## config.mk

```make
export PLATFORM = sky130hd
export DESIGN_NAME = ascii_decimal_number_parser_core
export DESIGN_NICKNAME = d
export VERILOG_FILES = /design/src/adnp_pkg.sv /design/src/ascii_decimal_number_parser_core.sv /design/src/adnp_ctrl.sv /design/src/adnp_dpath.sv
export SDC_FILE = /design/constraint.sdc
export NUM_CORES = 1
export LEC_CHECK = 0
export ABC_AREA = 1
export BUFFER_PORTS_ARGS = -buffer_cell sky130_fd_sc_hd__buf_2
export CORE_MARGIN = 3
export CORE_UTILIZATION = 44
export CTS_CLUSTER_DIAMETER = 40
export DETAILED_ROUTE_END_ITERATION = 8
export GPL_TIMING_DRIVEN = 0
export SLEW_MARGIN = 0
export SYNTH_ARGS = -nofsm -noshare
export SYNTH_HDL_FRONTEND = slang
export SYNTH_SLANG_ARGS = --single-unit
```

## constraint.sdc

```tcl
create_clock -name clk -period 15.3 [get_ports clk]
set_input_delay 3.06 -clock clk [delete_from_list [all_inputs] [get_ports clk]]
set_output_delay 3.06 -clock clk [all_outputs]
set_load 0.02 [all_outputs]
```

## src/adnp_pkg.sv

```systemverilog
`timescale 1ns / 1ps

package adnp_pkg;

  // Default configuration
  localparam int MAX_FRACTION_DIGITS_DEF = 9;
  localparam int FRACTION_BITS_DEF       = 32;

  // Character codes
  localparam logic [7:0] CH_NUL   = 8'h00;
  localparam logic [7:0] CH_PLUS  = 8'h2B;
  localparam logic [7:0] CH_MINUS = 8'h2D;
  localparam logic [7:0] CH_POINT = 8'h2E;
  localparam logic [7:0] CH_ZERO  = 8'h30;
  localparam logic [7:0] CH_NINE  = 8'h39;

  // Width of the fraction accumulator (holds up to 10^9 - 1)
  localparam int FSUM_W = 30;

  // Input transaction
  typedef struct packed {
    logic       kind;
    logic [7:0] char_code;
  } adnp_in_t;

  // Result transaction
  typedef struct packed {
    logic               ok;
    logic signed [31:0] int_value;
    logic signed [63:0] fixed_value;
  } adnp_out_t;

  // Controller to datapath
  typedef struct packed {
    logic char_go;
    logic div_step;
    logic fin_go;
    logic out_load;
  } adnp_cmd_t;

  // Datapath to controller
  typedef struct packed {
    logic term;
    logic out_free;
  } adnp_sts_t;

  // Powers of ten for the fraction divisor
  function automatic logic [FSUM_W-1:0] pow10(input logic [3:0] n);
    logic [FSUM_W-1:0] p;
    p = '0;
    unique case (n)
      4'd0:    p = 30'd1;
      4'd1:    p = 30'd10;
      4'd2:    p = 30'd100;
      4'd3:    p = 30'd1000;
      4'd4:    p = 30'd10000;
      4'd5:    p = 30'd100000;
      4'd6:    p = 30'd1000000;
      4'd7:    p = 30'd10000000;
      4'd8:    p = 30'd100000000;
      4'd9:    p = 30'd1000000000;
      default: p = 30'd1000000000;
    endcase
    return p;
  endfunction

endpackage

```

## src/ascii_decimal_number_parser_core.sv

```systemverilog
`timescale 1ns / 1ps

// ASCII decimal number parser.
// in_data carries one character per transaction plus the kind bit
// (integer or decimal), taken from the first character of each string.
// A NUL character (code 00) ends the string and produces one result transaction
// on out_data: ok flag, saturated int32, or signed fixed point with
// FRACTION_BITS fraction bits, rounded to nearest.
// Ordinary characters are taken without a stall; in_stall stays low for them.
// A terminator runs a restoring divider, one quotient bit per cycle, for
// FRACTION_BITS + 1 quotient bits, then forms the magnitude in one step;
// in_stall is high from when the terminator is taken until the result is
// loaded into the output register.
// A finished result sits in the output register; if out_stall holds it
// there, the next string's characters are still taken and only the next
// terminator's result waits for the register to drain, with in_stall
// high while it waits.
// Reset (rst_n low, synchronous) clears the parse state and drops any
// pending result.
module ascii_decimal_number_parser_core #(
  parameter int MAX_FRACTION_DIGITS = adnp_pkg::MAX_FRACTION_DIGITS_DEF,
  parameter int FRACTION_BITS       = adnp_pkg::FRACTION_BITS_DEF
) (
  input  logic                clk,
  input  logic                rst_n,
  input  logic                in_valid,
  output logic                in_stall,
  input  adnp_pkg::adnp_in_t  in_data,
  output logic                out_valid,
  input  logic                out_stall,
  output adnp_pkg::adnp_out_t out_data
);

  adnp_pkg::adnp_cmd_t cmd;
  adnp_pkg::adnp_sts_t sts;

  // Controller
  adnp_ctrl #(
    .FRACTION_BITS (FRACTION_BITS)
  ) u_ctrl (
    .clk      (clk),
    .rst_n    (rst_n),
    .in_valid (in_valid),
    .in_stall (in_stall),
    .sts      (sts),
    .cmd      (cmd)
  );

  // Datapath
  adnp_dpath #(
    .MAX_FRACTION_DIGITS (MAX_FRACTION_DIGITS),
    .FRACTION_BITS       (FRACTION_BITS)
  ) u_dpath (
    .clk       (clk),
    .rst_n     (rst_n),
    .in_data   (in_data),
    .cmd       (cmd),
    .sts       (sts),
    .out_valid (out_valid),
    .out_stall (out_stall),
    .out_data  (out_data)
  );

endmodule

```

## src/adnp_ctrl.sv

```systemverilog
`timescale 1ns / 1ps

module adnp_ctrl #(
  parameter int FRACTION_BITS = adnp_pkg::FRACTION_BITS_DEF
) (
  input  logic                clk,
  input  logic                rst_n,
  input  logic                in_valid,
  output logic                in_stall,
  input  adnp_pkg::adnp_sts_t sts,
  output adnp_pkg::adnp_cmd_t cmd
);

  localparam int CW = $clog2(FRACTION_BITS + 1);

  typedef enum logic [1:0] {
    ST_IDLE,
    ST_DIV,
    ST_FIN,
    ST_OUT
  } state_t;

  state_t        state_r, state_nxt;
  logic [CW-1:0] cnt_r, cnt_nxt;

  // Next state and commands
  always_comb begin
    state_nxt = state_r;
    cnt_nxt   = cnt_r;
    cmd       = '0;
    in_stall  = 1'b1;
    unique case (state_r)
      ST_IDLE: begin
        in_stall = 1'b0;
        if (in_valid) begin
          cmd.char_go = 1'b1;
          if (sts.term) begin
            state_nxt = ST_DIV;
            cnt_nxt   = '0;
          end
        end
      end
      ST_DIV: begin
        cmd.div_step = 1'b1;
        cnt_nxt      = cnt_r + CW'(1);
        if (cnt_r == CW'(FRACTION_BITS)) state_nxt = ST_FIN;
      end
      ST_FIN: begin
        cmd.fin_go = 1'b1;
        state_nxt  = ST_OUT;
      end
      ST_OUT: begin
        if (sts.out_free) begin
          cmd.out_load = 1'b1;
          state_nxt    = ST_IDLE;
        end
      end
      default: state_nxt = ST_IDLE;
    endcase
  end

  // State register
  always_ff @(posedge clk) begin
    if (!rst_n) begin
      state_r <= ST_IDLE;
      cnt_r   <= '0;
    end else begin
      state_r <= state_nxt;
      cnt_r   <= cnt_nxt;
    end
  end

endmodule

```

## src/adnp_dpath.sv

```systemverilog
`timescale 1ns / 1ps

module adnp_dpath #(
  parameter int MAX_FRACTION_DIGITS = adnp_pkg::MAX_FRACTION_DIGITS_DEF,
  parameter int FRACTION_BITS       = adnp_pkg::FRACTION_BITS_DEF
) (
  input  logic                clk,
  input  logic                rst_n,
  input  adnp_pkg::adnp_in_t  in_data,
  input  adnp_pkg::adnp_cmd_t cmd,
  output adnp_pkg::adnp_sts_t sts,
  output logic                out_valid,
  input  logic                out_stall,
  output adnp_pkg::adnp_out_t out_data
);

  localparam int FW = adnp_pkg::FSUM_W;
  localparam int FB = FRACTION_BITS;
  localparam int NW = FW + FB + 1;

  typedef enum logic [1:0] {
    PH_START,
    PH_WHOLE,
    PH_FRAC,
    PH_BAD
  } phase_t;

  // Parse state
  phase_t        phase_r;
  logic          kind_r;
  logic          neg_r;
  logic [31:0]   whole_r;
  logic          wseen_r;
  logic [FW-1:0] fsum_r;
  logic [3:0]    fcnt_r;
  logic          fseen_r;
  logic          failed_r;

  // Snapshot taken at the terminator
  logic          t_ok_r;
  logic          t_kind_r;
  logic          t_neg_r;
  logic [31:0]   t_whole_r;
  logic [FW-1:0] div_r;
  logic [FW-1:0] rem_r;
  logic [FB:0]   qn_r;
  logic [63:0]   mag_r;
  logic          sat_r;

  logic          out_valid_r;
  adnp_pkg::adnp_out_t out_r;

  // Character decode
  logic       is_digit;
  logic [3:0] dig;
  logic [7:0] ch;
  assign ch       = in_data.char_code;
  assign is_digit = (ch >= adnp_pkg::CH_ZERO) && (ch <= adnp_pkg::CH_NINE);
  assign dig      = is_digit ? 4'(ch - adnp_pkg::CH_ZERO) : 4'd0;

  assign sts.term     = (ch == adnp_pkg::CH_NUL);
  assign sts.out_free = !out_valid_r || !out_stall;

  // Accumulate: x*10 + d
  logic [35:0] whole_mul;
  logic [31:0] whole_add;
  logic [FW-1:0] fsum_add;
  assign whole_mul = {1'b0, whole_r, 3'b0} + {3'b0, whole_r, 1'b0} + 36'(dig);
  assign whole_add = (whole_mul[35:32] != 4'd0) ? 32'hFFFF_FFFF : whole_mul[31:0];
  assign fsum_add  = FW'({fsum_r, 3'b0} + {2'b0, fsum_r, 1'b0} + (FW + 3)'(dig));

  logic frac_room;
  assign frac_room = (fcnt_r < 4'(MAX_FRACTION_DIGITS));

  // Numerator of the rounded fraction: fsum * 2^F + 10^cnt / 2
  logic [FW-1:0] p10;
  logic [NW-1:0] num;
  assign p10 = adnp_pkg::pow10(fcnt_r);
  assign num = (NW'(fsum_r) << FB) + NW'(p10 >> 1);

  logic term_ok;
  assign term_ok = !failed_r && (phase_r != PH_START) && (wseen_r || fseen_r);

  // Restoring divider step
  logic [FW:0]   rem_sh;
  logic          rem_ge;
  logic [FW:0]   rem_diff;
  assign rem_sh   = {rem_r, qn_r[FB]};
  assign rem_ge   = rem_sh >= {1'b0, div_r};
  assign rem_diff = rem_sh - {1'b0, div_r};

  // Parse registers
  always_ff @(posedge clk) begin
    if (!rst_n) begin
      phase_r  <= PH_START;
      kind_r   <= 1'b0;
      neg_r    <= 1'b0;
      whole_r  <= '0;
      wseen_r  <= 1'b0;
      fsum_r   <= '0;
      fcnt_r   <= '0;
      fseen_r  <= 1'b0;
      failed_r <= 1'b0;
    end else if (cmd.char_go) begin
      if (sts.term) begin
        phase_r  <= PH_START;
        kind_r   <= 1'b0;
        neg_r    <= 1'b0;
        whole_r  <= '0;
        wseen_r  <= 1'b0;
        fsum_r   <= '0;
        fcnt_r   <= '0;
        fseen_r  <= 1'b0;
        failed_r <= 1'b0;
      end else begin
        unique case (phase_r)
          PH_START: begin
            kind_r <= in_data.kind;
            priority if (ch == adnp_pkg::CH_MINUS) begin
              phase_r <= PH_WHOLE;
              neg_r   <= 1'b1;
            end else if (ch == adnp_pkg::CH_PLUS) begin
              phase_r <= PH_WHOLE;
            end else if (is_digit) begin
              phase_r <= PH_WHOLE;
              whole_r <= whole_add;
              wseen_r <= 1'b1;
            end else if (ch == adnp_pkg::CH_POINT && in_data.kind) begin
              phase_r <= PH_FRAC;
            end else begin
              phase_r  <= PH_WHOLE;
              failed_r <= 1'b1;
            end
          end
          PH_WHOLE: begin
            priority if (is_digit) begin
              whole_r <= whole_add;
              wseen_r <= 1'b1;
            end else if (ch == adnp_pkg::CH_POINT && kind_r) begin
              phase_r <= PH_FRAC;
            end else begin
              failed_r <= 1'b1;
            end
          end
          PH_FRAC: begin
            if (is_digit) begin
              fseen_r <= 1'b1;
              if (frac_room) begin
                fsum_r <= fsum_add;
                fcnt_r <= fcnt_r + 4'd1;
              end
            end else begin
              failed_r <= 1'b1;
            end
          end
          default: failed_r <= 1'b1;
        endcase
      end
    end
  end

  // Snapshot, divider and magnitude
  always_ff @(posedge clk) begin
    if (cmd.char_go && sts.term) begin
      t_ok_r    <= term_ok;
      t_kind_r  <= kind_r;
      t_neg_r   <= neg_r;
      t_whole_r <= whole_r;
      div_r     <= p10;
      rem_r     <= num[NW-1:FB+1];
      qn_r      <= num[FB:0];
    end else if (cmd.div_step) begin
      rem_r <= rem_ge ? rem_diff[FW-1:0] : rem_sh[FW-1:0];
      qn_r  <= {qn_r[FB-1:0], rem_ge};
    end
    if (cmd.fin_go) begin
      mag_r <= (64'(t_whole_r) << FB) + 64'(qn_r);
      sat_r <= (64'(t_whole_r) >> (63 - FB)) != 64'd0;
    end
  end

  // Final saturation and sign
  logic [63:0] lim;
  logic [63:0] mag_c;
  logic [63:0] fix_v;
  logic [31:0] int_v;
  assign lim   = t_neg_r ? 64'h8000_0000_0000_0000 : 64'h7FFF_FFFF_FFFF_FFFF;
  assign mag_c = (sat_r || (mag_r > lim)) ? lim : mag_r;
  assign fix_v = t_neg_r ? (64'd0 - mag_c) : mag_c;

  always_comb begin
    if (t_neg_r) begin
      int_v = t_whole_r[31] ? 32'h8000_0000 : (32'd0 - t_whole_r);
    end else begin
      int_v = t_whole_r[31] ? 32'h7FFF_FFFF : t_whole_r;
    end
  end

  // Output register
  always_ff @(posedge clk) begin
    if (!rst_n) begin
      out_valid_r <= 1'b0;
    end else if (cmd.out_load) begin
      out_valid_r <= 1'b1;
    end else if (!out_stall) begin
      out_valid_r <= 1'b0;
    end
  end

  always_ff @(posedge clk) begin
    if (cmd.out_load) begin
      out_r.ok          <= t_ok_r;
      out_r.int_value   <= (t_ok_r && !t_kind_r) ? int_v : 32'sd0;
      out_r.fixed_value <= (t_ok_r && t_kind_r) ? fix_v : 64'sd0;
    end
  end

  assign out_valid = out_valid_r;
  assign out_data  = out_r;

endmodule
```

==> flow_metrics.env <==
export IMPL_status="finished, final reports clean"
export IMPL_ys_seq_area_frac=0.417
export IMPL_critical_path_required_ns=15.66
export IMPL_yosysTopAreaCell="edfxtp_1"
export IMPL_fin_nets=3569
export IMPL_cts_tree="built"
export IMPL_drcViolationCount=0
export IMPL_slew_limit_headroom=0.213
export IMPL_hold_end="u_dpath.div_r[0]$_DFFE_PP_"
export IMPL_synthFlopType="edfxtp_1"
export IMPL_finalCritPeriodShare=0.517
export IMPL_cts_root_buffer_cell="clkbuf_16"
export IMPL_synth_area_um2=25400
export IMPL_antenna_left=0
export IMPL_vias=22000
export IMPL_grtUsageTotal=0.238
export IMPL_setup_worst_path_end_class="flip-flop"
export IMPL_avgSynthCellArea_um2=8.07
export IMPL_synth_top_family_by_area="simple AND/OR/NAND/NOR gates"
export IMPL_cts_resized_gates=0
export IMPL_die_y_um=246
export IMPL_crit_path_max_fanout=25
export IMPL_grt_pass1_vias=21300
export IMPL_antenna_cells=0
export IMPL_ir_drop_uv=99.9
export IMPL_hp_class="flip-flop to flip-flop"
export IMPL_syn_inst=3145
export IMPL_clk_pin_slew_ns=0.06
export IMPL_top_layer="met4"
export IMPL_fin_worst_skew_ns=0.0283
export IMPL_async_flop_share=0
export IMPL_drt_total_wl_mm=72.3
export IMPL_start_util=0.448
export IMPL_cp_start_kind="flip-flop"
export IMPL_wl_met3_mm=3.75
export IMPL_core_area_um2=56700
export IMPL_viasPerCell=5.32
export IMPL_slowest_stage="clkbuf_1"
export IMPL_critPathKind="flip-flop to flip-flop"
export IMPL_synth_compound_area_frac=0.128
export IMPL_dp_hpwl_mm=57.7
export IMPL_area_growth_pct=14.6
export IMPL_clk_latency_ns=0.64
export IMPL_pin_count=112
export IMPL_synth_edf_count=283
export IMPL_dpl_worst_slack_ns=7.37
export IMPL_cts_buffer_depth=3
export IMPL_tightest_slew_ns=1.18
export IMPL_cpPeakStageDelay_ns=0.80
export IMPL_hp_start="u_dpath.p10[0]$_SDFF_PP0_"
export IMPL_gp_congestion=0.936
export IMPL_design_die_area_um2=60600
export IMPL_cp_arrival_ns=8.28
export IMPL_antenna_found_initial=0
export IMPL_grt_max_degree=68
export IMPL_p_total_mw=3.48
export IMPL_numPortBuffers=110
export IMPL_hold_buffers=0
export IMPL_cts_setup_buffers=0
export IMPL_p_leak_nw=13.0
export IMPL_ys_top_cells_by_area="edfxtp_1, ha_1, nand2_1"
export IMPL_h_tree_depth=2
export IMPL_regToRegStartpoint="u_dpath.t_neg_r$_DFFE_PP_"
export IMPL_p_per_area_nw_per_um2=120
export IMPL_critPathBufInv=10
export IMPL_yosysWarnings=0
export IMPL_multi_input_area_um2=13200
export IMPL_synth_adder_area_share=0.116
export IMPL_layout_min_cycle_time_ns=7.91
export IMPL_max_cap_violations=0
export IMPL_hold_worst_slack_ns=0.400
export IMPL_slew_viol_final=0
export IMPL_synthSimpleGateAreaFrac=0.244
export IMPL_numCtsBuffers=61
export IMPL_synth_top_area_share=0.335
export IMPL_fin_setup_tns_ns=0
export IMPL_muxShareOfSynthArea=0
export IMPL_cts_sinks=388
export IMPL_hold_depth=0
export IMPL_syn_nets=3392
export IMPL_setup_ws_ns=7.39
export IMPL_ff2ff_path_depth=28
export IMPL_finalSetupViolCount=0
export IMPL_drive_above_1_share=0.0924
export IMPL_ys_ff_latch=388
export IMPL_synth_xor_area_frac=0.0321
export IMPL_yosysUniqueCellTypes=63
export IMPL_first_pass_iters=6
export IMPL_max_freq_ghz=0.126
export IMPL_overflow=0
export IMPL_routedWlPerCell_um=17.5
export IMPL_seq_area_um2=10600
export IMPL_r2r_end="u_dpath.out_data[28]$_SDFFCE_PN0P_"
export IMPL_chipWidth_um=246
export IMPL_first_iter_violations=1590
export IMPL_hold_viol=0
export IMPL_grt_pass1_wl_mm=114
export IMPL_wl_met1_mm=33.3
export IMPL_row_count=87
export IMPL_grt_setup_unrepaired="false"
export IMPL_reg2reg_slack_ns=7.39
export IMPL_fillers=5469
export IMPL_critPathTopFamily="buffers and inverters"
export IMPL_met2_length_mm=32.9
-- state kept, by name, indices dropped and copies added (netlist names), 4 cells and up --
name and cells:
u_ctrl.cnt_r 6, u_dpath.out_data 97, u_dpath.rem_r 30, u_dpath.qn_r 33, u_dpath.mag_r 64, u_dpath.div_r 23, u_dpath.fcnt_r 4, u_dpath.t_whole_r 32
u_dpath.p10 23, u_dpath.fsum_r 30, u_dpath.whole_r 32
-- worst max path at each step --
stage	startpoint	to	depth (start not counted)
2_1_floorplan	out_stall	u_dpath.out_data[0]$_SDFFCE_PN0P_	3
3_3_place_gp	out_stall	u_dpath.out_data[1]$_SDFFCE_PN0P_	4
3_5_place_dp	u_dpath.t_neg_r$_DFFE_PP_	u_dpath.out_data[60]$_SDFFCE_PN0P_	28
4_1_cts	u_dpath.t_neg_r$_DFFE_PP_	u_dpath.out_data[60]$_SDFFCE_PN0P_	28
5_1_grt	u_dpath.t_neg_r$_DFFE_PP_	u_dpath.out_data[28]$_SDFFCE_PN0P_	28
6_report	u_dpath.t_neg_r$_DFFE_PP_	u_dpath.out_data[28]$_SDFFCE_PN0P_	28
-- placed cells by master (no fill, tap or decap), drive strengths merged, types with 10 or more instances in the layout --
cell    netlist  layout
dfxtp       105     105
a21oi       298     298
nand2       691     691
a21o         10      10
nor3         67      67
clkinv        2      17
or2          22      22
edfxtp      283     283
clkbuf       67     140
o21bai       10      10
buf          26     140
xor2         69      69
xnor2        24      24
nor2        371     371
o21ai       177     177
nand4        37      37
inv         310     330
o21a         20      20
ha          231     231
a31oi        32      32
nor4         12      12
nand3       213     213
-- cell type report --
cell class              instances  share of cell area
repair buffers                114              0.0222
inverters                     312              0.0402
well taps                     756              0.0325
multi-input cells            2352               0.455
plain buffers                  93              0.0147
flip-flops and latches        388               0.364
clock inverters                43              0.0155
clock buffers                  73              0.0561
-- synthesized netlist by cell type (all sizes together) (37+ instances only) --
| master | number |
|---|---|
| a21oi | 298 |
| clkbuf | 67 |
| dfxtp | 105 |
| edfxtp | 283 |
| ha | 231 |
| inv | 310 |
| nand2 | 691 |
| nand3 | 213 |
| nand4 | 37 |
| nor2 | 371 |
| nor3 | 67 |
| o21ai | 177 |
| xor2 | 69 |
-- stage by stage --
| stage | util | cells | area (µm²) |
|---|---|---|---|
| 2_1_floorplan | - | 3145 | 25400 |
| 3_3_place_gp | 0.474 | 4011 | 26900 |
| 3_5_place_dp | 0.476 | 4015 | 27000 |
| 4_1_cts | 0.513 | 4131 | 29100 |
| 5_1_grt | 0.513 | 4131 | 29100 |
| 6_report | 0.513 | 4131 | 29100 |
-- where the power goes --
| group | internal [mW] | switching (mW) | total [mW] | leakage [nW] |
|---|---|---|---|---|
| sequential | 1.31 | 0.0684 | 1.38 | 3.56 |
| combinational | 0.231 | 0.505 | 0.736 | 8.43 |
| clock | 0.834 | 0.540 | 1.37 | 1.01 |
-- logic make-up (layout without fill, tap and decap cells) --
group / after synthesis / in the layout
AOI/OAI and AO/OA: 592 / 592
xor gates and xnor gates: 93 / 93
adders and majority gates: 234 / 234
buffers and inverters: 405 / 635
DFF: 388 / 388
and+or+nand+nor: 1433 / 1433
-- metal layers --
layer | track usage | vias to the layer above
li1 | - | 11100
met3 | 0.0313 | 122
met5 | 0 | -
met4 | 0.0830 | 0
met1 | 0.323 | 10100
met2 | 0.392 | 644
Note: power is estimated with default switching activity, not from simulation.
